$ cat config.mk
export PLATFORM = sky130hd
export DESIGN_NAME = socket_connection_table
export DESIGN_NICKNAME = d
export VERILOG_FILES = /design/src/sct_pkg.sv /design/src/socket_connection_table.sv
export SDC_FILE = /design/constraint.sdc
export NUM_CORES = 1
export LEC_CHECK = 0
export BUFFER_PORTS_ARGS = -buffer_cell sky130_fd_sc_hd__buf_2
export CELL_PAD_IN_SITES_DETAIL_PLACEMENT = 2
export CELL_PAD_IN_SITES_GLOBAL_PLACEMENT = 2
export CORE_MARGIN = 2
export CORE_UTILIZATION = 40
export CTS_BUF_LIST = sky130_fd_sc_hd__clkbuf_16
export DETAILED_ROUTE_END_ITERATION = 8
export PLACE_DENSITY = 0.71
export SLEW_MARGIN = 5
export SYNTH_ARGS = -nofsm -noshare
export SYNTH_HDL_FRONTEND = slang
export SYNTH_SLANG_ARGS = --single-unit
export TNS_END_PERCENT = 1
$ cat constraint.sdc
create_clock -name i_clk -period 6.61 [get_ports i_clk]
set_input_delay 0.3305 -clock i_clk [delete_from_list [all_inputs] [get_ports i_clk]]
set_output_delay 0.3305 -clock i_clk [all_outputs]
set_load 0.01 [all_outputs]
$ cat src/sct_pkg.sv
// Package for the socket connection table: sizes, command, status and state codes.
// No dependencies.
package sct_pkg;

    localparam int NumSlots = 16;
    localparam int SlotW    = (NumSlots > 1) ? $clog2(NumSlots) : 1;
    localparam int CntW     = $clog2(NumSlots + 1);

    typedef enum logic [2:0] {
        CMD_CREATE = 3'd0,
        CMD_BIND   = 3'd1,
        CMD_CONN   = 3'd2,
        CMD_LISTEN = 3'd3,
        CMD_CLOSE  = 3'd4,
        CMD_FIND   = 3'd5,
        CMD_FINDL  = 3'd6,
        CMD_NOP    = 3'd7
    } t_cmd;

    typedef enum logic [3:0] {
        RES_OK        = 4'd0,
        RES_BAD_TYPE  = 4'd1,
        RES_FULL      = 4'd2,
        RES_BAD_INDEX = 4'd3,
        RES_SLOT_FREE = 4'd4,
        RES_CONFLICT  = 4'd5,
        RES_NOT_STREAM = 4'd6,
        RES_NO_PORT   = 4'd7,
        RES_NOT_FOUND = 4'd8
    } t_res;

    localparam logic [1:0] ST_FREE   = 2'd0;
    localparam logic [1:0] ST_BOUND  = 2'd1;
    localparam logic [1:0] ST_LISTEN = 2'd2;
    localparam logic [1:0] ST_CONN   = 2'd3;

    localparam logic [1:0] TYPE_DGRAM  = 2'd1;
    localparam logic [1:0] TYPE_STREAM = 2'd2;

    typedef enum logic [3:0] {
        S_IDLE = 4'b0001,
        S_SCAN = 4'b0010,
        S_EXEC = 4'b0100,
        S_OUT  = 4'b1000
    } t_state;

endpackage

$ cat src/socket_connection_table.sv
// Socket connection table top level: entry storage, scan sequencer and result register.
// Depends on sct_pkg.
//
// Usage:
//   Slave channel s_axis_* carries one command per request (packed fields in tdata);
//   master channel m_axis_* returns exactly one result per command.
//   Each command walks all NumSlots entries through one shared compare unit, one
//   entry per cycle, then performs its single write-back and raises the result.
//   After the result is taken the sequencer returns to idle, and only then is the
//   next command accepted: commands do not overlap. The entry scan over the table
//   sets how long a command takes.
//   Reset (i_rst_n low, synchronous) frees every entry at once through per-entry
//   state flip-flops and clears the live count; other entry fields are cleared
//   when a slot is claimed, so a free slot always reads as zero where it matters.
//   When the receiver stalls, the result holds in the output register and no
//   new command is accepted until it is taken.
module socket_connection_table (
    input  logic         i_clk,
    input  logic         i_rst_n,
    input  logic         s_axis_tvalid,
    output logic         s_axis_tready,
    // cmd[2:0], sock_type[4:3], slot_index[12:5], host_addr[44:13], host_port[60:45],
    // peer_addr[92:61], peer_port[108:93], queue_limit[124:109], zero[127:125]
    input  logic [127:0] s_axis_tdata,
    output logic         m_axis_tvalid,
    input  logic         m_axis_tready,
    // status[3:0], found_slot[11:4], used_count[20:12], zero[23:21]
    output logic [23:0]  m_axis_tdata
);

    localparam int N = sct_pkg::NumSlots;
    localparam int SW = sct_pkg::SlotW;
    localparam int CW = sct_pkg::CntW;

    // entry storage
    logic [1:0]  r_est [N];
    logic [1:0]  r_etyp [N];
    logic [31:0] r_elip [N];
    logic [15:0] r_elport [N];
    logic [31:0] r_erip [N];
    logic [15:0] r_erport [N];
    logic [15:0] r_eblog [N];
    logic [CW-1:0] r_live;

    sct_pkg::t_state r_state;
    logic [127:0] r_req;
    logic [SW:0]  r_k;
    logic         r_hit;
    logic [SW-1:0] r_hit_slot;
    logic [3:0]   r_status;
    logic [7:0]   r_slot;

    // request fields
    logic [2:0]  w_cmd;
    logic [1:0]  w_typ;
    logic [7:0]  w_idx;
    logic [31:0] w_lip, w_rip;
    logic [15:0] w_lport, w_rport, w_blog;
    assign w_cmd   = r_req[2:0];
    assign w_typ   = r_req[4:3];
    assign w_idx   = r_req[12:5];
    assign w_lip   = r_req[44:13];
    assign w_lport = r_req[60:45];
    assign w_rip   = r_req[92:61];
    assign w_rport = r_req[108:93];
    assign w_blog  = r_req[124:109];

    logic w_inr;
    logic [SW-1:0] w_is;
    assign w_inr = ({1'b0, w_idx} < 9'(N));
    assign w_is  = w_idx[SW-1:0];

    // shared compare unit: match of the scanned entry for the current command
    logic [SW-1:0] w_k;
    logic w_live_k, w_match;
    assign w_k = r_k[SW-1:0];
    assign w_live_k = (r_est[w_k] != sct_pkg::ST_FREE);
    always_comb begin
        case (sct_pkg::t_cmd'(w_cmd))
            sct_pkg::CMD_CREATE: w_match = !w_live_k;
            sct_pkg::CMD_BIND:   w_match = w_live_k && (w_k != w_is)
                                     && r_elport[w_k] == w_lport && r_elip[w_k] == w_lip;
            sct_pkg::CMD_FIND:   w_match = w_live_k && r_elport[w_k] == w_lport
                                     && r_elip[w_k] == w_lip && r_erport[w_k] == w_rport
                                     && r_erip[w_k] == w_rip;
            sct_pkg::CMD_FINDL:  w_match = r_est[w_k] == sct_pkg::ST_LISTEN
                                     && r_elport[w_k] == w_lport;
            default:             w_match = 1'b0;
        endcase
    end

    assign s_axis_tready = (r_state == sct_pkg::S_IDLE);
    assign m_axis_tvalid = (r_state == sct_pkg::S_OUT);
    assign m_axis_tdata  = {3'b0, 9'(r_live), r_slot, r_status};

    // sequencer, scan and write-back
    always_ff @(posedge i_clk) begin
        if (!i_rst_n) begin
            r_state <= sct_pkg::S_IDLE;
            r_live  <= '0;
            for (int i = 0; i < N; i++) r_est[i] <= sct_pkg::ST_FREE;
        end else begin
            case (r_state)
                sct_pkg::S_IDLE: begin
                    if (s_axis_tvalid) begin
                        r_req   <= s_axis_tdata;
                        r_k     <= '0;
                        r_hit   <= 1'b0;
                        r_state <= sct_pkg::S_SCAN;
                    end
                end
                sct_pkg::S_SCAN: begin
                    // keep the lowest matching slot
                    if (w_match && !r_hit) begin
                        r_hit      <= 1'b1;
                        r_hit_slot <= w_k;
                    end
                    if (r_k == (SW+1)'(N - 1)) r_state <= sct_pkg::S_EXEC;
                    r_k <= r_k + 1'b1;
                end
                sct_pkg::S_EXEC: begin
                    case (sct_pkg::t_cmd'(w_cmd))
                        sct_pkg::CMD_CREATE: begin
                            if (w_typ != sct_pkg::TYPE_DGRAM && w_typ != sct_pkg::TYPE_STREAM)
                            begin
                                r_status <= sct_pkg::RES_BAD_TYPE;
                                r_slot   <= '0;
                            end else if (!r_hit) begin
                                r_status <= sct_pkg::RES_FULL;
                                r_slot   <= '0;
                            end else begin
                                r_est[r_hit_slot]    <= sct_pkg::ST_BOUND;
                                r_etyp[r_hit_slot]   <= w_typ;
                                r_elip[r_hit_slot]   <= '0;
                                r_elport[r_hit_slot] <= '0;
                                r_erip[r_hit_slot]   <= '0;
                                r_erport[r_hit_slot] <= '0;
                                r_eblog[r_hit_slot]  <= '0;
                                r_live   <= r_live + 1'b1;
                                r_status <= sct_pkg::RES_OK;
                                r_slot   <= 8'(r_hit_slot);
                            end
                        end
                        sct_pkg::CMD_BIND: begin
                            r_slot <= '0;
                            if (!w_inr) r_status <= sct_pkg::RES_BAD_INDEX;
                            else if (r_est[w_is] == sct_pkg::ST_FREE)
                                r_status <= sct_pkg::RES_SLOT_FREE;
                            else if (r_hit) r_status <= sct_pkg::RES_CONFLICT;
                            else begin
                                r_status       <= sct_pkg::RES_OK;
                                r_elip[w_is]   <= w_lip;
                                r_elport[w_is] <= w_lport;
                            end
                        end
                        sct_pkg::CMD_CONN: begin
                            r_slot <= '0;
                            if (!w_inr) r_status <= sct_pkg::RES_BAD_INDEX;
                            else if (r_est[w_is] == sct_pkg::ST_FREE)
                                r_status <= sct_pkg::RES_SLOT_FREE;
                            else begin
                                r_status       <= sct_pkg::RES_OK;
                                r_erip[w_is]   <= w_rip;
                                r_erport[w_is] <= w_rport;
                                r_est[w_is]    <= sct_pkg::ST_CONN;
                            end
                        end
                        sct_pkg::CMD_LISTEN: begin
                            // a free entry reads as type none
                            r_slot <= '0;
                            if (!w_inr) r_status <= sct_pkg::RES_BAD_INDEX;
                            else if (r_est[w_is] == sct_pkg::ST_FREE
                                     || r_etyp[w_is] != sct_pkg::TYPE_STREAM)
                                r_status <= sct_pkg::RES_NOT_STREAM;
                            else if (r_elport[w_is] == 16'd0)
                                r_status <= sct_pkg::RES_NO_PORT;
                            else begin
                                r_status      <= sct_pkg::RES_OK;
                                r_est[w_is]   <= sct_pkg::ST_LISTEN;
                                r_eblog[w_is] <= w_blog;
                            end
                        end
                        sct_pkg::CMD_CLOSE: begin
                            r_status <= sct_pkg::RES_OK;
                            r_slot   <= '0;
                            if (w_inr && r_est[w_is] != sct_pkg::ST_FREE) begin
                                r_est[w_is] <= sct_pkg::ST_FREE;
                                if (r_live != '0) r_live <= r_live - 1'b1;
                            end
                        end
                        sct_pkg::CMD_FIND, sct_pkg::CMD_FINDL: begin
                            if (r_hit) begin
                                r_status <= sct_pkg::RES_OK;
                                r_slot   <= 8'(r_hit_slot);
                            end else begin
                                r_status <= sct_pkg::RES_NOT_FOUND;
                                r_slot   <= '0;
                            end
                        end
                        default: begin
                            r_status <= sct_pkg::RES_OK;
                            r_slot   <= '0;
                        end
                    endcase
                    r_state <= sct_pkg::S_OUT;
                end
                sct_pkg::S_OUT: begin
                    if (m_axis_tready) r_state <= sct_pkg::S_IDLE;
                end
                default: r_state <= sct_pkg::S_IDLE;
            endcase
        end
    end

    // assertions
    a_live_range: assert property (@(posedge i_clk) disable iff (!i_rst_n)
        r_live <= CW'(N)) else $error("live count above table size");
    a_onehot: assert property (@(posedge i_clk) disable iff (!i_rst_n)
        $onehot(r_state)) else $error("state not one-hot");
    a_slot_ok: assert property (@(posedge i_clk) disable iff (!i_rst_n)
        m_axis_tvalid && r_status != sct_pkg::RES_OK |-> r_slot == 8'd0)
        else $error("slot reported with error status");
    a_hold: assert property (@(posedge i_clk) disable iff (!i_rst_n)
        m_axis_tvalid && !m_axis_tready |=> m_axis_tvalid && $stable(m_axis_tdata))
        else $error("result changed while stalled");

endmodule
Word level (Yosys, flattened, before mapping) --
Memories as Yosys holds them, arrays and structs flattened. A register that Yosys moved wholly into a read port is not among the register bits. Cells that the tools add are included.
Word-level totals: input bits 132, memories 6, word-level logic and storage cells 174, output and inout port bits 26, RAM bits 1600, register bits 140
Cells by class: reductions and logical operators 36, bitwise operators 2, multiplexer cells 90, magnitude comparators 1, eq/ne operators 28, $add $sub $neg 3
Memories:
- r_elip | words 16, width 32, rd ports 1, clocked after memory_dff 1, wr ports 1, RTL line socket_connection_table.sv:38 | logic [31:0] r_elip [N];
- r_erip | words 16, width 32, rd ports 1, clocked after memory_dff 1, wr ports 1, RTL line socket_connection_table.sv:40 | logic [31:0] r_erip [N];
- r_elport | words 16, width 16, rd ports 2, clocked after memory_dff 2, wr ports 1, RTL line socket_connection_table.sv:39 | logic [15:0] r_elport [N];
- r_erport | words 16, width 16, rd ports 1, clocked after memory_dff 1, wr ports 1, RTL line socket_connection_table.sv:41 | logic [15:0] r_erport [N];
- r_est | words 16, width 2, rd ports 2, clocked after memory_dff 2, wr ports 16, RTL line socket_connection_table.sv:36 | logic [1:0] r_est [N];
- r_etyp | words 16, width 2, rd ports 1, clocked after memory_dff 1, wr ports 1, RTL line socket_connection_table.sv:37 | logic [1:0] r_etyp [N];
Operator list (count):
- 4-bit two-way mux | 20
- 32-bit == test | 2
- 32-bit two-way mux | 2
- 32-bit OR reduction | 2
- 1-bit two-way mux | 40
- 16-bit == test | 2
- 16-bit two-way mux | 2
- 16-bit OR reduction | 2
- 5-bit two-way mux | 5
- 3-bit two-way mux | 8
- 4-bit case mux with 5 select lines | 1
- 5-bit case mux with 2 select lines | 2
- 2-bit != test, second input constant | 9
- 16-bit logical NOT | 1
- 4-bit case mux with 4 select lines | 1
- 8-bit case mux with 2 select lines | 1
- 2-bit two-way mux | 6
- 3-bit AND reduction | 4
- 1-bit logical AND | 11
- 5-bit by 1-bit adder with 5-bit output, second input constant | 2
- 3-bit == test, second input constant | 3
- 8-bit by 5-bit less-than comparator with 1-bit output, second input constant | 1
- 2-bit nonzero test | 4
- 3-bit by 2-bit == test with 1-bit output, second input constant | 2
- other kinds (22) | 27

Longest topological paths before layout --
word-level depth 12, depth in mapped cells 16, mapped depth without buffers 10

Worst setup path after synthesis --
OpenSTA, ideal clock, no wires.
kind reg-to-reg, start point reg r_state[3], end point mem r_erip[12][0] (enable), buffers on the path 2, arrival 5.550 ns, clock period less this slack 6.070 ns, data required time 6.090 ns, slack 0.540 ns, library setup time 0.520 ns, cell stages (with the launch flop) 10, cells stage by stage dfxtp_1 clkbuf_2 nor4b_1 nand2_1 inv_1 nand2_1 nor4_1 clkbuf_1 nand2_1 o21ai_0
On the way: cells in the longest elaborated chain, start to end 6, elaborated cells between the ends (all ways) 10, classes of those cells eq/ne: 1; mux: 8; reduce/logical: 1
RTL lines:
- from (decl) | RTL line socket_connection_table.sv:45 | sct_pkg::t_state r_state;
- from (signal assigned) | RTL line socket_connection_table.sv:99 | r_state <= sct_pkg::S_IDLE;
- from (signal assigned) | RTL line socket_connection_table.sv:109 | r_state <= sct_pkg::S_SCAN;
- from (signal assigned) | RTL line socket_connection_table.sv:118 | if (r_k == (SW+1)'(N - 1)) r_state <= sct_pkg::S_EXEC;
- 4-bit by 3-bit == test with 1-bit output * | RTL line socket_connection_table.sv:103 | case (r_state)
- 1-bit two-way mux | RTL line socket_connection_table.sv:103
- 1-bit two-way mux | RTL line socket_connection_table.sv:98 | if (!i_rst_n) begin
- 1-bit two-way mux (not written as such) | RTL line socket_connection_table.sv:163 | r_erip[w_is] <= w_rip;
- 32-bit OR reduction (no line)
- 4-bit two-way mux (no line) or 1-bit two-way mux (tied branches)
- to (decl) | RTL line socket_connection_table.sv:40
Mark *: on every way between the ends. The rest lies on a longest branch, timed or not.

==> summary.txt <==
STA
  • Worst slew pin tran: 1430 ps
  • Setup violators final: 0
  • Setup Skew: 74.4 ps
  • Setup_tns: 0 ps
  • RSZ-0062 raised after global routing: no
  • Fmax: 0.164 GHz
  • Tmin final: 6100 ps
  • Final hold vios: 0
  • Slew Viols, Final: 0
  • Period Utilization, post-route: 0.924
  • Max-slew headroom: 0.0443

Floorplan
  • Rows: 154
  • Starting Density: 0.402
  • Core area: 176000 um^2
  • Die height: 424 um
  • Die width: 424 um
  • # IOs: 158
  • Die area: 180000 um^2

Yosys
  • Top cells by area, synth: edfxtp_1, mux4_2, mux2i_1
  • Mean Syn Cell Area: 19.0 um^2
  • Yosys top cell area share: 0.734
  • Asr flop ratio synth: 0
  • Mapped Cells: 3714
  • Synth area leader: edfxtp_1
  • Post-synth EDFFs: 1727
  • #FFs+latches synth: 1744
  • Synth warn: 0
  • Mapped Area: 70700 um^2
  • Synth Flop Type: edfxtp_1
  • Sequential fraction of the synthesis area: 0.739
  • Post-synth cell types: 83

Power and ir drop
  • PD cells: 289 nW/um^2
  • LEAKAGE: 30.3 nW
  • VDD IR max: 0.289 mV

Clock network
  • Clock Sinks: 1744
  • Htree depth: 4
  • Cts bufs inserted: 186
  • Post-CTS Resized: 0
  • Max clock buf depth: 3
  • Clock Root Buffer: clkbuf_16
  • Worst-path clk slew: 70 ps
  • TritonCTS clock tree: done
  • Clock latency on the worst-skew pair: 860 ps

Critical path
  • Setup crit end kind: register
  • CP Data Required Time: 7080 ps
  • WS Path Type: register to register
  • Setup crit start kind: register
  • R2R depth: 13
  • Crit Path Max Fanout: 42
  • Worst reg2reg path endpoint: r_hit_slot[2]
  • Critical Path End: r_hit_slot[2]
  • R2R setup slack: 510 ps
  • Worst Path Arrival: 6580 ps

Job
  • Max-Cap Viols: 0

Placed design
  • Post-DP HPWL: 141000 um
  • Placed Cells: 6105
  • Count of input and output buffers: 127
  • RD Place Congestion: 0.849

Global routing
  • Vias in the first global route: 43505
  • Initial antenna violation count: 3
  • Grt ovf: 0
  • Global Route Usage Sum: 0.261
  • Pin count of the biggest net entering global routing: 83
  • First-pass GRT wire length: 334000 um

Status
  • Status: finished, final reports clean

Cells and area
  • Multi-input gate area: 17300 um^2
  • FF/Latch Area: 52200 um^2
  • Fin nets: 4203
  • Non-Filler Instances: 6552
  • # fillers: 15863
  • Layout overhead on the synthesized area: 15.1%
  • Commonest non-fill, non-tap cells in the layout: edfxtp_1, mux4_2, mux2i_1
  • Commonest non-fill, non-tap cell in the layout: edfxtp_1
  • Share of cells above drive strength 1: 0.210

Routing
  • DRT Pass-1 Iters: 5
  • Initial DRC count: 3965
  • Post-route DRC: 0
  • Routed vias: 39542
  • Drt via density: 6.04
  • DRT antenna net count: 0
  • Wire length per cell: 35.9 um
  • Final WL: 235000 um

Worst hold path
  • Hold Crit Class: input pin to register
-- critical path, stage by stage (launching register included) --
cell and delay, ps:
dfxtp_4 950, buf_12 290, buf_4 440, mux4_2 570, mux4_2 500, xor2_1 160
nor2_1 410, o2111ai_1 260, nor4_2 360, nand4_1 140, o31ai_1 710, buf_4 240
a31oi_1 240, nor2_1 360
-- synth_stat cells (all sizes together), types with 17 or more instances --
master / number
a21oi: 80
a221oi: 48
a22oi: 27
a31oi: 20
and2: 106
buf: 139
clkbuf: 58
dfxtp: 17
edfxtp: 1727
inv: 48
mux2: 28
mux2i: 217
mux4: 314
nand2: 134
nand2b: 22
nand3: 26
nand4: 22
nor2: 126
nor2b: 24
nor3: 34
nor4: 62
o21ai: 73
o22ai: 33
xnor2: 64
xor2: 61
-- stage by stage --
step / utilization / hold WS (ps) / cell area (um^2) / total power (W) / worst slack (ps)
detailed placement: 0.424 / 509 / 74500 / 0.0136 / 556
floorplan: - / 429 / 70700 / 0.0132 / 540
global placement: 0.424 / 491 / 74500 / 0.0136 / 786
global route: 0.462 / 67.4 / 81300 / 0.0241 / 240
finish: 0.462 / 60.7 / 81300 / 0.0235 / 505
CTS: 0.462 / 18.4 / 81300 / 0.0236 / 474
-- how the worst min path moves through the flow --
| stage | from | to | depth (start not counted) |
|---|---|---|---|
| 6_report | i_rst_n | r_state[3] | 3 |
| 3_5_place_dp | s_axis_tdata[76] | r_req[76] | 1 |
| 3_3_place_gp | r_live[4] | r_live[4] | 2 |
| 5_1_grt | i_rst_n | r_state[3] | 3 |
| 2_1_floorplan | s_axis_tdata[0] | r_req[0] | 0 |
| 4_1_cts | i_rst_n | r_state[3] | 3 |
-- cell type report --
cell class                 count  area share
multi-input combinational   1732       0.213
antenna                        3   0.0000923
tap                         2340      0.0360
clock buffer                 187      0.0575
clock inverter               145      0.0125
sequential                  1744       0.642
timing repair buffer         350      0.0369
inverter                      51     0.00240
-- state kept, by name, summed over array words and instances, names as in the netlist, named ones only --
signal,flops
r_elip,512
r_elport,256
r_erip,512
r_erport,256
r_est,32
r_etyp,32
r_hit,1
r_hit_slot,4
r_k,5
r_live,5
r_req,109
r_slot,4
r_state,4
r_status,4
-- power breakdown --
| part | leakage [nW] | switching (W) | internal (W) | total (W) |
|---|---|---|---|---|
| Combinational | 7.57 | 0.000810 | 0.000475 | 0.00128 |
| Sequential | 19.8 | 0.000147 | 0.0120 | 0.0122 |
| Clock | 2.95 | 0.00455 | 0.00546 | 0.0100 |
| Total | 30.3 | 0.00551 | 0.0180 | 0.0235 |
-- metal layers --
layer / part of all wire / track usage
met1: 0.39 / 0.328
met2: 0.51 / 0.455
met3: 0.056 / 0.0381
met4: 0.039 / 0.0990
met5: 0.00012 / 0
-- timing repair --
| action | in CTS | in global routing |
|---|---|---|
| hold buffers | 112 | 0 |
| endpoints found under the hold margin | 116 | 0 |
| setup buffers | 0 | 0 |
-- cell families (layout without fill, tap and decap cells) --
kind of cell / count (synthesis) / in the layout / synth area share
fa+ha+maj: 6 / 6 / 0.00117
mux: 559 / 559 / 0.136
buf+inv: 248 / 733 / 0.0231
flops: 1744 / 1744 / 0.739
xor+xnor: 125 / 125 / 0.0155
other cells: 1 / 14 / 0.0000531
simple gates: 620 / 620 / 0.0458
compound gates: 411 / 411 / 0.0402
Power figures use the tool's default switching activity.
